==> src/design/dxt_pkg.sv <==
// dxt_pkg: shared types and constants for the texel decoder pipeline
// no dependencies; imported by every stage module and the top level
package dxt_pkg;

  // block format codes held in the format register
  localparam logic [1:0] FMT_DXT1  = 2'd0;
  localparam logic [1:0] FMT_PUNCH = 2'd1;
  localparam logic [1:0] FMT_DXT3  = 2'd2;
  localparam logic [1:0] FMT_DXT5  = 2'd3;

  // register indexes on the configuration port
  localparam logic REG_FORMAT = 1'b0;
  localparam logic REG_OUT16  = 1'b1;

  // how the alpha numerator is finished in the divide stage
  localparam logic [1:0] ALPHA_DIRECT = 2'd0;
  localparam logic [1:0] ALPHA_DIV5   = 2'd1;
  localparam logic [1:0] ALPHA_DIV7   = 2'd2;

  // reciprocal multipliers, exact floor over the numerator ranges used here
  localparam logic [9:0]  RECIP3      = 10'd683;   // shift 11, numerators below 768
  localparam logic [11:0] RECIP5      = 12'd3277;  // shift 14, numerators below 1280
  localparam logic [11:0] RECIP7      = 12'd2341;  // shift 14, numerators below 1792

  localparam logic [7:0] ALPHA_OPAQUE = 8'd255;

  // colour channel order inside the packed arrays
  localparam int CH_R = 2;
  localparam int CH_G = 1;
  localparam int CH_B = 0;

  // after unpacking: endpoints widened, codes picked for the texel
  typedef struct packed {
    logic [1:0]      code;
    logic            four;
    logic [2:0][7:0] e0;
    logic [2:0][7:0] e1;
    logic [7:0]      a0;
    logic [7:0]      a1;
    logic [2:0]      acode;
    logic [7:0]      a3;
  } unpack_t;

  // after interpolation: numerators and how to finish them
  typedef struct packed {
    logic [2:0][9:0] cnum;
    logic            div3;
    logic [10:0]     anum;
    logic [1:0]      akind;
  } interp_t;

  // after division: final 8-bit channels
  typedef struct packed {
    logic [7:0]      a;
    logic [2:0][7:0] rgb;
  } texel_t;

endpackage

==> src/design/dxt_unpack.sv <==
// dxt_unpack: first pipeline stage, endpoint expansion and code selection
// depends on dxt_pkg
module dxt_unpack
  import dxt_pkg::*;
(
  input  logic        clk,
  input  logic        rst,
  input  logic [1:0]  block_format,
  input  logic        in_valid,
  output logic        in_stall,
  input  logic [63:0] alpha_block,
  input  logic [63:0] color_block,
  input  logic [1:0]  texel_col,
  input  logic [1:0]  texel_row,
  output logic        out_valid,
  input  logic        out_stall,
  output unpack_t     out_data
);

  logic [3:0]  tix;
  logic [15:0] c0;
  logic [15:0] c1;
  logic [31:0] cbits;
  logic [47:0] abits;
  logic [5:0]  aidx;
  logic [3:0]  nib;
  logic        adv;
  unpack_t     data_next;
  logic        valid;
  unpack_t     data;

  // texel index and field selection
  always_comb begin
    tix   = {texel_row, texel_col};
    c0    = color_block[15:0];
    c1    = color_block[31:16];
    cbits = color_block[63:32];
    abits = alpha_block[63:16];
    aidx  = 6'({tix, 1'b0}) + 6'(tix);
    nib   = alpha_block[{tix, 2'b00} +: 4];

    data_next.code     = cbits[{tix, 1'b0} +: 2];
    data_next.four     = (block_format == FMT_DXT3) || (block_format == FMT_DXT5) || (c0 > c1);
    data_next.e0[CH_R] = {c0[15:11], c0[15:13]};
    data_next.e0[CH_G] = {c0[10:5], c0[10:9]};
    data_next.e0[CH_B] = {c0[4:0], c0[4:2]};
    data_next.e1[CH_R] = {c1[15:11], c1[15:13]};
    data_next.e1[CH_G] = {c1[10:5], c1[10:9]};
    data_next.e1[CH_B] = {c1[4:0], c1[4:2]};
    data_next.a0       = alpha_block[7:0];
    data_next.a1       = alpha_block[15:8];
    data_next.acode    = abits[aidx +: 3];
    data_next.a3       = {nib, nib};
  end

  // stage register, moves whenever empty or not held downstream
  assign adv      = !valid || !out_stall;
  assign in_stall = !adv;

  always_ff @(posedge clk) begin
    if (rst) begin
      valid <= 1'b0;
    end else if (adv) begin
      valid <= in_valid;
    end
  end

  always_ff @(posedge clk) begin
    if (adv && in_valid) begin
      data <= data_next;
    end
  end

  assign out_valid = valid;
  assign out_data  = data;

endmodule

==> src/design/dxt_interp.sv <==
// dxt_interp: second pipeline stage, colour and alpha numerators
// depends on dxt_pkg
module dxt_interp
  import dxt_pkg::*;
(
  input  logic       clk,
  input  logic       rst,
  input  logic [1:0] block_format,
  input  logic       in_valid,
  output logic       in_stall,
  input  unpack_t    in_data,
  output logic       out_valid,
  input  logic       out_stall,
  output interp_t    out_data
);

  logic [8:0]  half;
  logic [2:0]  w0;
  logic [2:0]  w1;
  logic [10:0] wsum;
  logic        adv;
  interp_t     data_next;
  logic        valid;
  interp_t     data;

  // dxt5 weights: sevenths when a0 > a1, fifths otherwise
  always_comb begin
    if (in_data.a0 > in_data.a1) begin
      w0 = 3'(4'd8 - 4'(in_data.acode));
    end else begin
      w0 = 3'd6 - in_data.acode;
    end
    w1   = in_data.acode - 3'd1;
    wsum = (11'(w0) * 11'(in_data.a0)) + (11'(w1) * 11'(in_data.a1));
  end

  // colour selection per channel, then the alpha rule by format
  always_comb begin
    half           = 9'd0;
    data_next.div3 = in_data.four && in_data.code[1];
    for (int ch = 0; ch < 3; ch++) begin
      half = 9'(in_data.e0[ch]) + 9'(in_data.e1[ch]);
      case (in_data.code)
        2'd0: data_next.cnum[ch] = 10'(in_data.e0[ch]);
        2'd1: data_next.cnum[ch] = 10'(in_data.e1[ch]);
        2'd2: begin
          if (in_data.four) begin
            data_next.cnum[ch] = {1'b0, in_data.e0[ch], 1'b0} + 10'(in_data.e1[ch]);
          end else begin
            data_next.cnum[ch] = 10'(half[8:1]);
          end
        end
        default: begin
          if (in_data.four) begin
            data_next.cnum[ch] = 10'(in_data.e0[ch]) + {1'b0, in_data.e1[ch], 1'b0};
          end else begin
            data_next.cnum[ch] = 10'd0;
          end
        end
      endcase
    end

    // alpha rule by format
    data_next.akind = ALPHA_DIRECT;
    data_next.anum  = 11'(ALPHA_OPAQUE);
    case (block_format)
      FMT_PUNCH: begin
        if (in_data.code == 2'd3 && !in_data.four) begin
          data_next.anum = 11'd0;
        end
      end
      FMT_DXT3: data_next.anum = 11'(in_data.a3);
      FMT_DXT5: begin
        if (in_data.acode == 3'd0) begin
          data_next.anum = 11'(in_data.a0);
        end else if (in_data.acode == 3'd1) begin
          data_next.anum = 11'(in_data.a1);
        end else if (in_data.a0 > in_data.a1) begin
          data_next.anum  = wsum;
          data_next.akind = ALPHA_DIV7;
        end else if (in_data.acode < 3'd6) begin
          data_next.anum  = wsum;
          data_next.akind = ALPHA_DIV5;
        end else if (in_data.acode == 3'd6) begin
          data_next.anum = 11'd0;
        end
      end
      default: data_next.anum = 11'(ALPHA_OPAQUE);
    endcase
  end

  // stage register
  assign adv      = !valid || !out_stall;
  assign in_stall = !adv;

  always_ff @(posedge clk) begin
    if (rst) begin
      valid <= 1'b0;
    end else if (adv) begin
      valid <= in_valid;
    end
  end

  always_ff @(posedge clk) begin
    if (adv && in_valid) begin
      data <= data_next;
    end
  end

  assign out_valid = valid;
  assign out_data  = data;

endmodule

==> src/design/dxt_divide.sv <==
// dxt_divide: third pipeline stage, constant division by reciprocal multiply
// depends on dxt_pkg
module dxt_divide
  import dxt_pkg::*;
(
  input  logic    clk,
  input  logic    rst,
  input  logic    in_valid,
  output logic    in_stall,
  input  interp_t in_data,
  output logic    out_valid,
  input  logic    out_stall,
  output texel_t  out_data
);

  logic [19:0] cprod;
  logic [22:0] aprod;
  logic        adv;
  texel_t      data_next;
  logic        valid;
  texel_t      data;

  // colour thirds, then alpha fifths or sevenths, all truncating
  always_comb begin
    cprod = 20'd0;
    for (int ch = 0; ch < 3; ch++) begin
      cprod = 20'(in_data.cnum[ch]) * 20'(RECIP3);
      if (in_data.div3) begin
        data_next.rgb[ch] = cprod[18:11];
      end else begin
        data_next.rgb[ch] = in_data.cnum[ch][7:0];
      end
    end

    case (in_data.akind)
      ALPHA_DIV5: aprod = 23'(in_data.anum) * 23'(RECIP5);
      ALPHA_DIV7: aprod = 23'(in_data.anum) * 23'(RECIP7);
      default:    aprod = 23'd0;
    endcase
    if (in_data.akind == ALPHA_DIV5 || in_data.akind == ALPHA_DIV7) begin
      data_next.a = aprod[21:14];
    end else begin
      data_next.a = in_data.anum[7:0];
    end
  end

  // stage register
  assign adv      = !valid || !out_stall;
  assign in_stall = !adv;

  always_ff @(posedge clk) begin
    if (rst) begin
      valid <= 1'b0;
    end else if (adv) begin
      valid <= in_valid;
    end
  end

  always_ff @(posedge clk) begin
    if (adv && in_valid) begin
      data <= data_next;
    end
  end

  assign out_valid = valid;
  assign out_data  = data;

endmodule

==> src/design/dxt_texel_decoder.sv <==
// dxt_texel_decoder: top level, configuration registers, stage chain and output packing
// depends on dxt_pkg, dxt_unpack, dxt_interp, dxt_divide
//
// Usage: the input channel carries one texel request per accepted cycle
// (in_valid high, in_stall low): the alpha half and colour half of an S3TC
// block plus the texel column and row. The output channel returns one
// pixel_word per request, in order, on out_valid / out_stall.
// From acceptance, a request passes through the unpack, interpolate, divide
// and output packing registers in that order before out_valid. Throughput
// is one texel per cycle while out_stall stays low; each stage holds its
// own valid bit, so bubbles close up and a new request is taken while a
// finished texel waits at the output.
// When the receiver stalls, the output register holds its word and the
// stall reaches in_stall only once every stage ahead is full.
// The configuration port (APB-style, pready always high) holds the block
// format at byte address 0 and the 16-bit output select at address 4; the user
// writes it only while the pipeline is empty, which the block does not enforce.
// Synchronous reset empties every stage and clears both registers to 0
// (DXT1 opaque, ARGB8888 output).
module dxt_texel_decoder
  import dxt_pkg::*;
(
  input  logic        clk,
  input  logic        rst,
  input  logic        psel,
  input  logic        penable,
  input  logic        pwrite,
  input  logic [2:0]  paddr,
  input  logic [31:0] pwdata,
  output logic [31:0] prdata,
  output logic        pready,
  input  logic        in_valid,
  output logic        in_stall,
  input  logic [63:0] alpha_block,
  input  logic [63:0] color_block,
  input  logic [1:0]  texel_col,
  input  logic [1:0]  texel_row,
  output logic        out_valid,
  input  logic        out_stall,
  output logic [31:0] pixel_word
);

  logic [1:0]  block_format;
  logic        output_16bit;
  logic        s1_valid;
  logic        s1_stall;
  unpack_t     s1_data;
  logic        s2_valid;
  logic        s2_stall;
  interp_t     s2_data;
  logic        s3_valid;
  logic        s3_stall;
  texel_t      s3_data;
  logic [31:0] word_next;
  logic        valid;
  logic [31:0] word;
  logic        adv;

  // configuration registers
  assign pready = 1'b1;

  always_ff @(posedge clk) begin
    if (rst) begin
      block_format <= FMT_DXT1;
      output_16bit <= 1'b0;
    end else if (psel && penable && pwrite && pready) begin
      case (paddr[2])
        REG_FORMAT: block_format <= pwdata[1:0];
        REG_OUT16:  output_16bit <= pwdata[0];
        default:    block_format <= block_format;
      endcase
    end
  end

  always_comb begin
    case (paddr[2])
      REG_FORMAT: prdata = 32'(block_format);
      REG_OUT16:  prdata = 32'(output_16bit);
      default:    prdata = 32'd0;
    endcase
  end

  // pipeline stages
  dxt_unpack u_unpack (
    .clk          (clk),
    .rst          (rst),
    .block_format (block_format),
    .in_valid     (in_valid),
    .in_stall     (in_stall),
    .alpha_block  (alpha_block),
    .color_block  (color_block),
    .texel_col    (texel_col),
    .texel_row    (texel_row),
    .out_valid    (s1_valid),
    .out_stall    (s1_stall),
    .out_data     (s1_data)
  );

  dxt_interp u_interp (
    .clk          (clk),
    .rst          (rst),
    .block_format (block_format),
    .in_valid     (s1_valid),
    .in_stall     (s1_stall),
    .in_data      (s1_data),
    .out_valid    (s2_valid),
    .out_stall    (s2_stall),
    .out_data     (s2_data)
  );

  dxt_divide u_divide (
    .clk       (clk),
    .rst       (rst),
    .in_valid  (s2_valid),
    .in_stall  (s2_stall),
    .in_data   (s2_data),
    .out_valid (s3_valid),
    .out_stall (s3_stall),
    .out_data  (s3_data)
  );

  // output packing, argb8888 or argb1555 in the low half
  always_comb begin
    if (output_16bit) begin
      word_next = {16'd0, s3_data.a[7], s3_data.rgb[CH_R][7:3],
                   s3_data.rgb[CH_G][7:3], s3_data.rgb[CH_B][7:3]};
    end else begin
      word_next = {s3_data.a, s3_data.rgb[CH_R], s3_data.rgb[CH_G], s3_data.rgb[CH_B]};
    end
  end

  // output register
  assign adv      = !valid || !out_stall;
  assign s3_stall = !adv;

  always_ff @(posedge clk) begin
    if (rst) begin
      valid <= 1'b0;
    end else if (adv) begin
      valid <= s3_valid;
    end
  end

  always_ff @(posedge clk) begin
    if (adv && s3_valid) begin
      word <= word_next;
    end
  end

  assign out_valid  = valid;
  assign pixel_word = word;

  // the input only backs up once the whole chain is full and held
  a_stall_chain: assert property (@(posedge clk) disable iff (rst)
    in_stall |-> (s1_valid && s2_valid && s3_valid && out_valid && out_stall))
    else $error("input stalled while the pipeline has room");

  // a texel leaving the divide stage lands in the output register
  a_handoff: assert property (@(posedge clk) disable iff (rst)
    (s3_valid && !s3_stall) |=> out_valid)
    else $error("texel from divide stage lost");

  // reset empties the output
  a_reset_empty: assert property (@(posedge clk)
    $past(rst) |-> !out_valid)
    else $error("output valid directly after reset");

endmodule

==> config.mk <==
export PLATFORM = sky130hd
export DESIGN_NAME = dxt_texel_decoder
export DESIGN_NICKNAME = d
export VERILOG_FILES = /design/src/design/dxt_pkg.sv /design/src/design/dxt_unpack.sv /design/src/design/dxt_interp.sv /design/src/design/dxt_divide.sv /design/src/design/dxt_texel_decoder.sv
export SDC_FILE = /design/constraint.sdc
export NUM_CORES = 1
export LEC_CHECK = 0
export ABC_AREA = 1
export BUFFER_PORTS_ARGS = -buffer_cell sky130_fd_sc_hd__buf_2
export CAP_MARGIN = 20
export CORE_MARGIN = 2
export CORE_UTILIZATION = 45
export CTS_CLUSTER_DIAMETER = 100
export DETAILED_ROUTE_END_ITERATION = 8
export PLACE_DENSITY = 0.61
export SLEW_MARGIN = 20
export SYNTH_ARGS = -nofsm -noshare
export SYNTH_HDL_FRONTEND = slang
export SYNTH_HIERARCHICAL = 1
export SYNTH_SLANG_ARGS = --single-unit
==> constraint.sdc <==
create_clock -name clk -period 10.5 [get_ports clk]
set_input_delay 2.1 -clock clk [delete_from_list [all_inputs] [get_ports clk]]
set_output_delay 2.1 -clock clk [all_outputs]
set_load 0.05 [all_outputs]
==> impl_metrics.csv, run 1 <==
group,metric,value,unit
status,status,"completed",
yosys,synthAdderAreaFrac,33.11,%
global_route,track_usage,23.18,%
yosys,synth_top_area_share,21.11,%
global_route,grt_overflow_total,0,
yosys,synthFlopType,"edfxtp_1",
drt,avgRoutedWirePerCell,16.12,µm
yosys,syn-mean-instance-area,7.784,µm²
cells_and_area,n_fill_cell,5242,
yosys,async_flop_share,0,%
timing,finalSetupViolCount,0,
setup_path,arrival,6260,ps
power,internal_power,2.456,mW
power,power_frac_comb,67.4,%
clocking,root_buffer,"clkbuf_16",
clocking,cts_max_path_buffers,2,
timing,tightestPinTransition,1054,ps
yosys,synth_compound_area_share,10.35,%
floorplanning,rows,85,
yosys,synth_area_leaders,"ha_1 (21%), edfxtp_1 (20%), fa_1 (12%)",
drt,vias,21060,
timing,skew,21.59,ps
floorplanning,ios,241,
cells_and_area,fin_area,26230,µm²
power,pwr-share-clk,14.4,%
place,routabilityCongestion,0.9233,
power,leakage,13.63,nW
yosys,synth_cells,3129,
setup_path,ff2ff_path_depth,15,
worst_hold_path,min_to,"u_divide/out_valid",
yosys,synth_top_area_cell,"ha_1",
yosys,synth_xor_area_share,1.731,%
power,p_seq_share,18.2,%
yosys,synth_edf_count,166,
yosys,yosys.area_share.simple,21.98,%
yosys,ys_seq_elements,173,
clocking,ctsResizeCount,0,
timing,finalHoldViolCount,0,
clocking,htreeDepth,4,
yosys,seq_area_frac_synth,21.04,%
power,swShare,49.83,%
yosys,yosysWarnings,6,
timing,max_freq,166.3,MHz
timing,rsz0062_at_grt,"no",
cells_and_area,drive_gt1_share,8.913,%
place,placed_area,25580,µm²
global_route,grt_max_degree,78,
setup_path,critPathLaunchType,"primary input",
power,p_switching,2.439,mW
drt,wirelength,63860,µm
drt,ant_nets,0,
floorplanning,die-area,56000,µm²
setup_path,rr_startpoint,"u_unpack/out_data[8]",
job,maxCapViolations,0,
clocking,postCtsHoldBufs,0,
clocking,cts.clk_slew.worst_paths,70,ps
yosys,syn_area,24360,µm²
setup_path,regToRegSetupSlack,5450,ps
setup_path,rr_endpoint,"u_interp/out_data[12]",
timing,finalCriticalPeriod,6015,ps
floorplanning,start_util,45.35,%
worst_hold_path,hold_path.class,"reg2reg",
setup_path,setup.worst_path.end_class,"register",
yosys,synthTopCellsByCount,"nand2_1 (647), inv_1 (546), ha_1 (411)",
yosys,synth.distinct_cells,57,
drt,dr.pass1.iters,6,
setup_path,critPathLaunch,"texel_col[1]",
cells_and_area,syn2layout_area_growth,7.685,%
setup_path,cp_max_fo,27,
yosys,synthMuxAreaShare,0.1233,%
timing,relSlewSlack,29.64,%
power,worst_ir_drop_vdd,0.1577,mV
place,io_buffer_count,177,
worst_hold_path,hold_depth,2,
timing,setup-tns-final,0,ps
clocking,cts-buffers-inserted,17,
cells_and_area,fin_nets,3983,
yosys,synth_top_family_by_area,"adder cells",
floorplanning,core,53710,µm²
setup_path,critical_path_class,"in2reg",
floorplanning,die_h,236.7,µm
cells_and_area,fin_util,48.84,%
place,hpwl,52300,µm
clocking,cts_setup_buffers,0,
global_route,antenna_found_initial,2,
clocking,cts_sinks,173,
clocking,tritoncts,"done",
timing,fin_crit_sh,57.28,%
yosys,yosysMostFrequentCell,"nand2_1",
drt,drt_iter0_drc,1380,
worst_hold_path,min_from,"u_divide/out_valid",
drt,drc,0,
timing,drv_slew,0,
global_route,grt_pass1_wl,104900,µm
floorplanning,die_x,236.7,µm
clocking,clk_latency,500,ps
setup_path,worstPathRequired,10740,ps
global_route,grt_pass1_vias,20600,
power,cellPowerDensity,186.6,nW/µm²
drt,viasPerCell,5.315,
[layer usage]
metal / up-vias / wire [µm] / track usage [%]
li1: 10520 / - / -
met1: 9808 / 30830 / 33.28
met2: 650 / 28370 / 36.56
met3: 83 / 3458 / 3.334
met4: 2 / 1183 / 6.099
met5: - / 13 / 0
[power groups by stage]
stage                     clock, mW  sequential, mW  combinational, mW
final                         0.704           0.890               3.30
after global routing          0.750           0.897               3.82
after CTS                     0.724           0.890               3.28
after detailed placement          0           0.906               3.26
after global placement            0           0.905               3.21
after floorplan                   0           0.886               2.54
[cells in the final DEF, fill, tap and decap left out, drive strengths merged, types with 17 or more instances in the layout]
master	instances
nand2	655
inv	565
ha	411
nand3	297
nor2	200
a21oi	194
buf	185
edfxtp	166
fa	146
o21ai	133
conb	32
nand4	31
xnor2	24
xor2	22
nor3	22
o211ai	20
or2	18
clkbuf	17
[kinds of logic after synthesis]
| logic type | after synthesis |
|---|---|
| other | 3 |
| adder cells (fa/ha/maj) | 557 |
| AND/OR/NAND/NOR | 1242 |
| AO/OA/AOI/OAI | 433 |
| XOR/XNOR | 46 |
| multiplexers | 2 |
| buffers and inverters | 673 |
| flip-flops | 173 |
[flip-flops by register name, summed over array words and instances, names as in the netlist, 2 cells and up]
name,flops
pixel_word,32
u_unpack/out_data,58
u_divide/out_data,32
u_interp/out_data,44
block_format,2
[how the worst max path moves through the flow]
stage / endpoint / cells past startpoint
after floorplan: u_unpack/out_data[10] / 9
after global placement: u_unpack/out_data[8] / 10
after detailed placement: u_unpack/out_data[8] / 10
after CTS: u_unpack/out_data[8] / 10
after global routing: u_unpack/out_data[9] / 11
final: u_unpack/out_data[8] / 10
[per-stage QoR]
step | setup WS, ps | cells | hold WS, ps | power, mW
final | 4485 | 3962 | 479.5 | 4.896
after global routing | 4170 | 3962 | 510.4 | 5.464
after CTS | 4539 | 3961 | 485.8 | 4.898
after detailed placement | 4024 | 3929 | 475.9 | 4.167
after global placement | 4046 | 3929 | 465.0 | 4.114
after floorplan | 4787 | 3158 | 444.7 | 3.423
[worst max-delay path, cell delays in order]
cell and delay (ps):
buf_2 430, clkinv_1 860, fa_1 1360, clkinv_1 770
nand3_1 280, nand3_1 110, nand3_1 150, nand2_1 60
nand2_1 50, nand2_1 60
[area by class of cell]
cell class                      instances  area (µm²)  area share (%)
Sequential cell                       173        5125           19.54
Clock inverter                         15       216.5          0.8253
Tap cell                              696       870.8           3.320
Clock buffer                           17       425.4           1.622
Multi-Input combinational cell       2312       16530           63.02
Timing Repair Buffer                  185       945.9           3.606
Inverter                              563        2113           8.057
Antenna cell                            1       2.502        0.009541
No activity file was read; power rests on OpenSTA's default activity.
==> run 2, diff against run 1 <==
--- a/config.mk
+++ b/config.mk
@@ -12,7 +12,7 @@
 export CORE_UTILIZATION = 45
 export CTS_CLUSTER_DIAMETER = 100
 export DETAILED_ROUTE_END_ITERATION = 8
-export PLACE_DENSITY = 0.61
+export PLACE_DENSITY = 0.64
 export SLEW_MARGIN = 20
 export SYNTH_ARGS = -nofsm -noshare
 export SYNTH_HDL_FRONTEND = slang
==> constraint.sdc (replaced) <==
create_clock -name clk -period 5.45 [get_ports clk]
set_input_delay 1.09 -clock clk [delete_from_list [all_inputs] [get_ports clk]]
set_output_delay 1.09 -clock clk [all_outputs]
set_load 0.05 [all_outputs]
==> impl_metrics.csv, run 2 (same netlist as run 1, synthesis figures left out) <==
group,metric,value,unit
drt,drt_iter0_drc,1371,
timing,finalSetupViolCount,0,
timing,relSlewSlack,33.04,%
setup_path,rr_endpoint,"u_divide/out_data[27]",
power,swShare,49.18,%
place,hpwl,50140,µm
cells_and_area,fin_nets,3994,
drt,wirelength,60820,µm
power,cellPowerDensity,355.4,nW/µm²
setup_path,rr_startpoint,"u_interp/out_data[11]",
cells_and_area,final_common_cell,"nand2_1",
setup_path,cp_max_fo,9,
power,leakage,13.68,nW
global_route,grt_max_degree,77,
worst_hold_path,min_to,"u_unpack/out_valid",
cells_and_area,largest_reg_flops,58,
floorplanning,start_util,45.35,%
power,pwr-share-clk,13.8,%
timing,drv_slew,0,
drt,viasPerCell,5.212,
cells_and_area,fin_util,48.95,%
cells_and_area,layout_common_cells,"nand2_1 (647), inv_1 (546), ha_1 (411), nand3_1 (295), nor2_1 (190)",
global_route,grt_pass1_wl,99870,µm
drt,dr.pass1.iters,6,
drt,drc,0,
drt,vias,20700,
clocking,root_buffer,"clkbuf_16",
timing,max_freq,204.2,MHz
timing,skew,11.28,ps
place,routabilityCongestion,0.9341,
clocking,cts_sinks,173,
clocking,cts_max_path_buffers,2,
power,p_seq_share,18.3,%
floorplanning,die_x,236.7,µm
power,internal_power,4.748,mW
power,p_switching,4.595,mW
worst_hold_path,min_from,"u_unpack/out_valid",
timing,tightestPinTransition,1004,ps
floorplanning,die-area,56000,µm²
worst_hold_path,hold_depth,2,
place,io_buffer_count,177,
global_route,grt_pass1_vias,19660,
power,worst_ir_drop_vdd,0.3131,mV
power,total_power,9.343,mW
timing,fin_ws,553.2,ps
cells_and_area,n_antenna_cell,0,
floorplanning,ios,241,
clocking,cts.clk_slew.worst_paths,70,ps
clocking,clk_latency,490,ps
floorplanning,die_h,236.7,µm
floorplanning,core,53710,µm²
cells_and_area,syn2layout_area_growth,7.932,%
status,status,"completed",
place,dp_slack,590.3,ps
timing,setup-tns-final,0,ps
setup_path,regToRegSetupSlack,550,ps
setup_path,critical_path_class,"reg2reg",
timing,finalCriticalPeriod,4897,ps
timing,finalHoldViolCount,0,
clocking,postCtsHoldBufs,0,
power,power_frac_comb,67.9,%
clocking,cts_setup_buffers,0,
setup_path,worstPathRequired,5700,ps
setup_path,setup.worst_path.end_class,"register",
global_route,track_usage,22.18,%
setup_path,arrival,5140,ps
drt,ant_nets,0,
clocking,htreeDepth,4,
global_route,grt_overflow_total,0,
job,maxCapViolations,0,
cells_and_area,n_fill_cell,5284,
setup_path,critPathLaunchType,"register",
clocking,cts-buffers-inserted,17,
clocking,ctsResizeCount,0,
global_route,antenna_found_initial,0,
clocking,tritoncts,"done",
timing,rsz0062_at_grt,"no",
cells_and_area,drive_gt1_share,9.191,%
floorplanning,rows,85,
drt,avgRoutedWirePerCell,15.32,µm
worst_hold_path,hold_path.class,"reg2reg",
timing,whs,479.4,ps
setup_path,ff2ff_path_depth,18,
timing,fin_crit_sh,89.85,%
-- run 2: how the worst max path moves through the flow --
stage / from / endpoint / slack [ps] / depth (start not counted)
final: u_interp/out_data[11] / u_divide/out_data[27] / 550 / 18
after global routing: u_interp/out_data[11] / u_divide/out_data[27] / 330 / 18
after CTS: u_interp/out_data[11] / u_divide/out_data[27] / 540 / 18
after detailed placement: u_interp/out_data[11] / u_divide/out_data[27] / 590 / 18
after global placement: u_interp/out_data[11] / u_divide/out_data[27] / 630 / 18
after floorplan: out_stall / u_unpack/out_data[10] / 750 / 9
-- run 2: final cells by class --
| class | count | area (µm²) | area share [%] |
|---|---|---|---|
| Tap cell | 696 | 870.8 | 3.313 |
| Timing Repair Buffer | 196 | 1041 | 3.960 |
| Sequential cell | 173 | 5125 | 19.49 |
| Clock buffer | 17 | 425.4 | 1.618 |
| Multi-Input combinational cell | 2312 | 16530 | 62.88 |
| Clock inverter | 14 | 183.9 | 0.6996 |
| Inverter | 563 | 2113 | 8.039 |
-- run 2: worst max-delay path, cell delays in order (launching register included) --
cell	delay, ps
edfxtp_1	580
inv_1	80
ha_1	340
fa_1	540
inv_1	70
fa_1	510
inv_1	60
fa_1	510
fa_1	540
inv_1	40
ha_1	330
a21oi_1	190
a21boi_1	290
o21a_1	160
nand3_1	70
nand3_1	130
o21ai_1	90
nand2_1	60
nand2_1	60
-- run 2: power groups by stage --
stage               clock (mW)  combinational (mW)  sequential, mW
global route              1.38                7.33            1.72
global placement             0                6.23            1.74
finish                    1.29                6.34            1.71
floorplan                    0                4.89            1.71
CTS                       1.33                6.33            1.71
detailed placement           0                6.28            1.74
-- run 2: layer usage --
layer,track usage [%],wire length [µm]
met5,0,0
met1,31.66,29500
met4,6.214,1090
met2,34.57,26690
met3,3.777,3537
-- run 2: stage by stage --
stage / instances / instance area (µm²)
finish: 3971 / 26290
global route: 3971 / 26290
CTS: 3970 / 26270
detailed placement: 3939 / 25660
global placement: 3939 / 25660
floorplan: 3158 / 24470
